===== src/rtl/bell_key_maximum_picker_assert.svh =====
// assertion macros for the key maximum picker
// used by bkmp_core, no other dependencies
`ifndef BELL_KEY_MAXIMUM_PICKER_ASSERT_SVH
`define BELL_KEY_MAXIMUM_PICKER_ASSERT_SVH

`ifndef SYNTHESIS
`define BKMP_ASSERT_NOW(label, clk, rst_n, prop) \
    label: assert property (@(posedge clk) disable iff (!rst_n) (prop)) \
        else $error("assertion failed");
`define BKMP_ASSERT_NEXT(label, clk, rst_n, ante, cons) \
    label: assert property (@(posedge clk) disable iff (!rst_n) (ante) |=> (cons)) \
        else $error("assertion failed");
`else
`define BKMP_ASSERT_NOW(label, clk, rst_n, prop)
`define BKMP_ASSERT_NEXT(label, clk, rst_n, ante, cons)
`endif

`endif


===== src/rtl/bkmp_pkg.sv =====
// shared types and constants of the key maximum picker
// no dependencies
package bkmp_pkg;

    localparam int KEY_MAX     = 16;
    localparam int KEY_CNT_W   = $clog2(KEY_MAX + 1);
    localparam int POS_W       = 16;
    localparam int VAL_W       = 32;
    localparam int PHASE_W     = 2;
    localparam int FRAME_LEN_W = 16;

    localparam logic [FRAME_LEN_W-1:0] FRAME_LEN_RESET = FRAME_LEN_W'(1024);

    typedef struct packed {
        logic signed [VAL_W-1:0] sample;
        logic                    clear;
    } t_in;

    typedef struct packed {
        logic [PHASE_W-1:0]      phase;
        logic [POS_W-1:0]        sample_position;
        logic                    key_found;
        logic                    key_dropped;
        logic [POS_W-1:0]        key_position;
        logic signed [VAL_W-1:0] key_value;
        logic [KEY_CNT_W-1:0]    key_total;
        logic [POS_W-1:0]        best_position;
        logic signed [VAL_W-1:0] best_value;
    } t_out;

endpackage


===== src/rtl/bkmp_core.sv =====
// bell tracking state machine and per-sample result logic
// depends on bkmp_pkg and bell_key_maximum_picker_assert.svh
`include "bell_key_maximum_picker_assert.svh"

module bkmp_core (
    input  logic                                  i_clk,
    input  logic                                  i_rst_n,
    input  logic                                  i_accept,
    input  bkmp_pkg::t_in                         i_in,
    input  logic [bkmp_pkg::FRAME_LEN_W-1:0]      i_frame_length,
    output bkmp_pkg::t_out                        o_result
);

    typedef enum logic [bkmp_pkg::PHASE_W-1:0] {
        PH_SEARCH,
        PH_BELL,
        PH_END
    } t_phase;

    t_phase                                r_phase, n_phase, c_phase;
    logic [bkmp_pkg::POS_W-1:0]            r_next_position, n_next_position, c_pos;
    logic signed [bkmp_pkg::VAL_W-1:0]     r_prev, c_prev;
    logic signed [bkmp_pkg::VAL_W-1:0]     r_bell_val, n_bell_val, c_bell_val;
    logic [bkmp_pkg::POS_W-1:0]            r_bell_pos, n_bell_pos, c_bell_pos;
    logic [bkmp_pkg::KEY_CNT_W-1:0]        r_key_count, n_key_count, c_key_count;
    logic signed [bkmp_pkg::VAL_W-1:0]     r_glob_val, n_glob_val, c_glob_val;
    logic [bkmp_pkg::POS_W-1:0]            r_glob_pos, n_glob_pos, c_glob_pos;
    logic                                  found, dropped;
    logic [bkmp_pkg::POS_W-1:0]            key_pos;
    logic signed [bkmp_pkg::VAL_W-1:0]     key_val;
    logic                                  frame_done;
    logic signed [bkmp_pkg::VAL_W-1:0]     x;

    always_comb begin
        x           = i_in.sample;
        c_phase     = i_in.clear ? PH_SEARCH : r_phase;
        c_pos       = i_in.clear ? '0 : r_next_position;
        c_prev      = i_in.clear ? '0 : r_prev;
        c_bell_val  = i_in.clear ? '0 : r_bell_val;
        c_bell_pos  = i_in.clear ? '0 : r_bell_pos;
        c_key_count = i_in.clear ? '0 : r_key_count;
        c_glob_val  = i_in.clear ? '0 : r_glob_val;
        c_glob_pos  = i_in.clear ? '0 : r_glob_pos;

        frame_done = ({1'b0, c_pos} + (bkmp_pkg::POS_W + 1)'(1))
                     >= {1'b0, i_frame_length};

        n_phase     = c_phase;
        n_bell_val  = c_bell_val;
        n_bell_pos  = c_bell_pos;
        n_key_count = c_key_count;
        n_glob_val  = c_glob_val;
        n_glob_pos  = c_glob_pos;
        found       = 1'b0;
        dropped     = 1'b0;
        key_pos     = '0;
        key_val     = '0;

        case (c_phase)
            PH_SEARCH: begin
                if (c_prev < 0 && x >= 0) begin
                    n_bell_val = x;
                    n_bell_pos = c_pos;
                    n_phase    = PH_BELL;
                end else if (frame_done) begin
                    n_phase = PH_END;
                end
            end
            PH_BELL: begin
                if (c_prev >= 0 && x < 0) begin
                    key_pos = c_bell_pos;
                    key_val = c_bell_val;
                    if (c_key_count < bkmp_pkg::KEY_CNT_W'(bkmp_pkg::KEY_MAX)) begin
                        found       = 1'b1;
                        n_key_count = c_key_count + bkmp_pkg::KEY_CNT_W'(1);
                        if (c_glob_val < c_bell_val) begin
                            n_glob_val = c_bell_val;
                            n_glob_pos = c_bell_pos;
                        end
                    end else begin
                        dropped = 1'b1;
                    end
                    n_phase = PH_SEARCH;
                end else if (c_bell_val < x) begin
                    n_bell_val = x;
                    n_bell_pos = c_pos;
                end
            end
            default: begin
                n_phase = PH_END;
            end
        endcase

        n_next_position = c_pos + bkmp_pkg::POS_W'(1);

        o_result.phase           = n_phase;
        o_result.sample_position = c_pos;
        o_result.key_found       = found;
        o_result.key_dropped     = dropped;
        o_result.key_position    = key_pos;
        o_result.key_value       = key_val;
        o_result.key_total       = n_key_count;
        o_result.best_position   = n_glob_pos;
        o_result.best_value      = n_glob_val;
    end

    always_ff @(posedge i_clk) begin
        if (!i_rst_n) begin
            r_phase         <= PH_SEARCH;
            r_next_position <= '0;
            r_prev          <= '0;
            r_bell_val      <= '0;
            r_bell_pos      <= '0;
            r_key_count     <= '0;
            r_glob_val      <= '0;
            r_glob_pos      <= '0;
        end else if (i_accept) begin
            r_phase         <= n_phase;
            r_next_position <= n_next_position;
            r_prev          <= x;
            r_bell_val      <= n_bell_val;
            r_bell_pos      <= n_bell_pos;
            r_key_count     <= n_key_count;
            r_glob_val      <= n_glob_val;
            r_glob_pos      <= n_glob_pos;
        end
    end

    `BKMP_ASSERT_NOW(a_key_count_bound, i_clk, i_rst_n,
        r_key_count <= bkmp_pkg::KEY_CNT_W'(bkmp_pkg::KEY_MAX))
    `BKMP_ASSERT_NOW(a_found_xor_dropped, i_clk, i_rst_n, !(found && dropped))
    `BKMP_ASSERT_NEXT(a_key_closes_bell, i_clk, i_rst_n,
        i_accept && (found || dropped), r_phase == PH_SEARCH)
    `BKMP_ASSERT_NEXT(a_clear_restarts, i_clk, i_rst_n,
        i_accept && i_in.clear, r_next_position == bkmp_pkg::POS_W'(1))

endmodule


===== src/rtl/bell_key_maximum_picker.sv =====
// Key maximum picker: takes one correlation sample per clock and reports, for
// each sample, the bell phase, any key maximum closed by it and the best key so
// far. One transaction in and one out per clock while neither side stalls; a
// result is registered in the output register, or while the output is stalled
// in the one-entry skid stage behind it; input stall rises only when the skid
// stage holds a transaction. frame_length is written through the configuration
// channel, which is always ready; write it only while the block is idle.
// depends on bkmp_pkg and bkmp_core
module bell_key_maximum_picker (
    input  logic                                  i_clk,
    input  logic                                  i_rst_n,
    input  logic                                  i_in_valid,
    output logic                                  o_in_stall,
    input  bkmp_pkg::t_in                         i_in_data,
    output logic                                  o_out_valid,
    input  logic                                  i_out_stall,
    output bkmp_pkg::t_out                        o_out_data,
    input  logic                                  i_cfg_valid,
    output logic                                  o_cfg_ready,
    input  logic [bkmp_pkg::FRAME_LEN_W-1:0]      i_cfg_data
);

    logic [bkmp_pkg::FRAME_LEN_W-1:0] r_frame_length;
    logic                             r_out_valid;
    bkmp_pkg::t_out                   r_out_data;
    logic                             r_skid_valid;
    bkmp_pkg::t_out                   r_skid_data;
    bkmp_pkg::t_out                   result;
    logic                             accept;
    logic                             out_take;

    assign o_cfg_ready = 1'b1;
    assign o_in_stall  = r_skid_valid;
    assign accept      = i_in_valid && !r_skid_valid;
    assign out_take    = r_out_valid && !i_out_stall;
    assign o_out_valid = r_out_valid;
    assign o_out_data  = r_out_data;

    bkmp_core u_core (
        .i_clk          (i_clk),
        .i_rst_n        (i_rst_n),
        .i_accept       (accept),
        .i_in           (i_in_data),
        .i_frame_length (r_frame_length),
        .o_result       (result)
    );

    always_ff @(posedge i_clk) begin
        if (!i_rst_n) begin
            r_frame_length <= bkmp_pkg::FRAME_LEN_RESET;
        end else if (i_cfg_valid) begin
            r_frame_length <= i_cfg_data;
        end
    end

    always_ff @(posedge i_clk) begin
        if (!i_rst_n) begin
            r_out_valid  <= 1'b0;
            r_skid_valid <= 1'b0;
        end else if (!r_out_valid || out_take) begin
            r_out_valid  <= r_skid_valid || accept;
            r_skid_valid <= 1'b0;
        end else if (accept) begin
            r_skid_valid <= 1'b1;
        end
    end

    always_ff @(posedge i_clk) begin
        if (!r_out_valid || out_take) begin
            r_out_data <= r_skid_valid ? r_skid_data : result;
        end else if (accept) begin
            r_skid_data <= result;
        end
    end

endmodule

===== config.mk =====
export PLATFORM = sky130hd
export DESIGN_NAME = bell_key_maximum_picker
export DESIGN_NICKNAME = d
export VERILOG_FILES = /design/src/rtl/bkmp_pkg.sv /design/src/rtl/bkmp_core.sv /design/src/rtl/bell_key_maximum_picker.sv
export VERILOG_INCLUDE_DIRS = /design/src /design/src/rtl
export SDC_FILE = /design/constraint.sdc
export NUM_CORES = 1
export LEC_CHECK = 0
export BUFFER_PORTS_ARGS = -buffer_cell sky130_fd_sc_hd__buf_2
export CAP_MARGIN = 20
export CORE_MARGIN = 8
export CORE_UTILIZATION = 30
export DETAILED_ROUTE_END_ITERATION = 12
export PLACE_DENSITY = 0.54
export SLEW_MARGIN = 20
export SYNTH_ARGS = -nofsm -noshare
export SYNTH_HDL_FRONTEND = slang
export SYNTH_SLANG_ARGS = --single-unit

===== constraint.sdc =====
create_clock -name i_clk -period 15.6 [get_ports i_clk]
set_input_delay 3.12 -clock i_clk [delete_from_list [all_inputs] [get_ports i_clk]]
set_output_delay 3.12 -clock i_clk [all_outputs]
set_load 0.01 [all_outputs]

==> impl_metrics.csv <==
group,metric,value,unit
run_status,outcome,"finished, final reports clean",
sta,setup_viol,0,
power,clockPowerShare,41.7,%
critical_path,end_kind,"register",
finish,fill_cells,6329,
cts,cts_setup_buffers,0,
synthesis,synth_nets,1951,
cts,cts_made_buffers,41,
synthesis,syn_inst,1817,
grt,grt_max_degree,97,
detailed_routing,drt-initial-drc-count,1106,
synthesis,synthMuxAreaShare,6.69,%
critical_path,crit_path_end,"o_out_data[27]",
synthesis,synthesis.area,19000,µm²
finish,multiInputGateArea,8050,µm²
placed_design,dp_hpwl,37800,µm
hold_path,hold_class,"register to register",
critical_path,crit_path_frequent_cell,"buf_4",
sta,timing.fmax,128,MHz
sta,min_period,7820,ps
floorplan,core_area,62900,µm²
floorplan,die_w,268,µm
critical_path,r2r_end,"o_out_data[27]",
synthesis,synth_flop_cell,"edfxtp_1",
critical_path,r2r_slack,11060,ps
finish,areaGrowthSynthToFinish,15.3,%
floorplan,rows,92,
placed_design,placed_cell_area,20600,µm²
cts,cts_tree,"yes",
critical_path,crit_fanout,68,
synthesis,synth_edf_count,242,
floorplan,dieArea,71600,µm²
critical_path,cp_num_buf_inv,4,
placed_design,routabilityCongestion,0.821,
cts,clkLatencyLatePin,560,ps
detailed_routing,drc,0,
grt,antenna_found_initial,11,
critical_path,r2r-start,"u_core.r_bell_val[13]",
cts,clockBufferDepth,3,
detailed_routing,final_antenna_net_count,0,
placed_design,io_buffer_count,176,
sta,rsz0062_at_grt,"no",
sta,slew_violations,0,
critical_path,start_kind,"primary input",
floorplan,die_h,268,µm
cts,post_cts_resized,0,
cts,clkSlewWorstSetupHoldPaths,60,ps
finish,post_route_cells_drive_above_1_share,15.9,%
detailed_routing,first_pass_iters,5,
sta,tightest_slew,1050,ps
synthesis,async_flop_share,0,%
sta,hold_slack,492,ps
cts,htree_levels,2,
critical_path,cp-startpoint,"i_in_data[0]",
sta,skew,19.8,ps
sta,hold_viol,0,
critical_path,crit_chain,"buf_6 -> buf_4 -> buf_4 -> nor2b_1 -> ha_1 -> o21ai_0 -> a21oi_1 -> o211ai_1 -> o211ai_1 -> a221oi_2 -> mux2i_4 -> buf_4 -> mux2_4 -> mux2_2",
sta,finalCritPeriodShare,50.1,%
power,combPwrFrac,9.5,%
power,leakage,9.39,nW
critical_path,worstPathRequired,15910,ps
finish,seq_area,10000,µm²
finish,fin_area,21900,µm²
finish,nNetsFinal,2049,
critical_path,cp_slowest_cell,"buf_4",
grt,grtUsageTotal,15.4,%
finish,post-route-util,34.8,%
critical_path,max_stage_delay,740,ps
synthesis,ys_seq_area_share,52.8,%
detailed_routing,vias,14600,
critical_path,cp_top_family,"buffers and inverters",
floorplan,start_util,30.2,%
power,power_density,105,nW/µm²
cts,cts-root-buf,"clkbuf_16",
detailed_routing,wl,57000,µm
cts,cts_sinks,380,
synthesis,synth-simple-area-share,14.1,%
power,finalPower,2.29,mW
critical_path,worstPathArrival,8130,ps
cts,postCtsHoldBufs,0,
synthesis,yosysWarningCount,0,
synthesis,synth_cell_type_count,68,
power,p_int,1.71,mW
power,vdd_drop_max,0.0797,mV
critical_path,cp.depth,14,
critical_path,path_class,"primary input to register",
detailed_routing,viasPerCell,5.21,
grt,grt_pass1_wl,87200,µm
flow_run,maxCapViolations,0,
grt,grt-ovfl-total,0,
floorplan,ioPinCount,178,
sta,slew_headroom,29.8,%
critical_path,reg2reg_depth,12,
synthesis,synth.avg_cell_area,10.4,µm²
synthesis,ys_ff_latch,380,
synthesis,synth-compound-area-share,15.2,%
synthesis,synth_adder_area_share,5.27,%
sta,final.setup.tns,0,ps
power,p_seq_share,48.8,%
grt,grt_pass1_vias,14100,
detailed_routing,wl_per_cell,20.4,µm
power,swShare,25.3,%
synthesis,synth-xor-area-share,0.785,%
synthesis,synth_top_family_by_area,"compound AO/OA/AOI/OAI gates",
power,p_switching,0.581,mW
[final cells by class]
cell class	instances	area share [%]
multi-input cells	1197	36.8
diodes	6	0.0686
repair buffers	199	4.94
well taps	846	4.84
clock buffers	59	5.18
inverters	96	1.65
flip-flops and latches	380	45.8
clock inverters	17	0.720
[layout by cell type, fill, tap and decap left out, types with 8 or more instances in the layout]
cell and n:
a211oi_1 8, xnor2_1 8, nor3_1 20, o31ai_1 89
nand2_1 195, ha_1 80, nand3_1 88, and3_1 19
o311ai_0 27, nand4_1 32, mux2_2 26, dfxtp_1 137
o21ai_0 63, clkbuf_1 14, xor2_1 9, buf_2 174
buf_4 23, clkbuf_16 41, nor2_1 163, a22oi_1 10
o211ai_1 15, inv_1 93, a21o_1 10, a21oi_1 40
mux2i_1 95, edfxtp_1 242, nor2b_1 49, o211a_1 31
a221oi_1 33
[worst reg2reg max path: stages (launching register included)]
cell,delay [ps]
dfxtp_1,350
nor2b_1,310
inv_1,160
ha_1,330
a21oi_1,160
o21ai_1,150
a2111oi_2,360
o211ai_1,220
a221oi_2,400
mux2i_4,490
buf_4,740
mux2_4,370
mux2_2,260
[state kept, by name (all words and copies together), names as in the netlist]
name / count
u_core.r_bell_pos: 16
o_out_data: 121
r_skid_data: 121
u_core.r_next_position: 16
u_core.r_bell_val: 32
u_core.r_prev: 1
u_core.r_key_count: 5
o_in_stall: 1
u_core.r_glob_pos: 16
u_core.r_glob_val: 32
r_frame_length: 16
u_core.r_phase: 2
o_out_valid: 1
[power groups by stage]
stage | Combinational, mW | Clock (mW) | Sequential, mW
after floorplan | 0.129 | 0 | 1.15
after global placement | 0.214 | 0 | 1.14
after detailed placement | 0.218 | 0 | 1.14
after CTS | 0.219 | 0.983 | 1.12
after global routing | 0.239 | 1.02 | 1.12
final | 0.218 | 0.955 | 1.12
[layer usage]
| metal | part of all wire [%] | global-route usage, % | vias to the layer above |
|---|---|---|---|
| met2 | 46 | 24.7 | 437 |
| li1 | - | - | 6913 |
| met4 | 2.6 | 4.74 | 6 |
| met3 | 6.7 | 3.36 | 86 |
| met5 | 0.060 | 0 | - |
| met1 | 45 | 20.7 | 7139 |
[per-stage QoR]
stage,worst slack [ps],instances
after floorplan,3730,1817
after global placement,6710,2717
after detailed placement,6670,2717
after CTS,7270,2793
after global routing,7400,2797
final,7780,2800
[worst min path at each step]
stage / startpoint / to / cells after the start
2_1_floorplan: u_core.r_next_position[1] / u_core.r_next_position[1] / 2
3_3_place_gp: u_core.r_key_count[3] / u_core.r_key_count[3] / 2
3_5_place_dp: u_core.r_key_count[3] / u_core.r_key_count[3] / 2
4_1_cts: u_core.r_key_count[3] / u_core.r_key_count[3] / 2
5_1_grt: u_core.r_next_position[6] / u_core.r_next_position[6] / 2
6_report: u_core.r_next_position[6] / u_core.r_next_position[6] / 2
[logic make-up (layout without fill, tap and decap cells)]
logic type      after synthesis  in the layout
compound gates              386            386
fa+ha+maj                    80             80
simple gates                590            590
other cells                   1              7
xor+xnor                     17             17
mux                         123            123
buf+inv                     240            371
flops                       380            380
[cells in the mapped netlist (all sizes together) (8+ instances only)]
cell    instances  share of area (%)
a21o           10               0.40
mux2i          96                5.1
a21oi          40                1.1
a22oi          10               0.40
nand4          32                1.1
nor2          165                3.3
and3           19               0.63
o211a          31                1.6
xnor2           8               0.37
clkbuf        109                2.2
o21ai          65                1.7
nand3          88                2.3
dfxtp         138                 15
a221oi         34                1.6
a211oi         10               0.42
o31ai          89                3.5
xor2            9               0.42
buf            35                1.0
nor3           20               0.53
mux2           27                1.6
edfxtp        242                 38
nor2b          51                1.7
ha             80                5.3
o211ai         15               0.59
inv            96                1.9
o311ai         37                1.9
nand2         200                4.0
(Power assumes the default switching activity.)
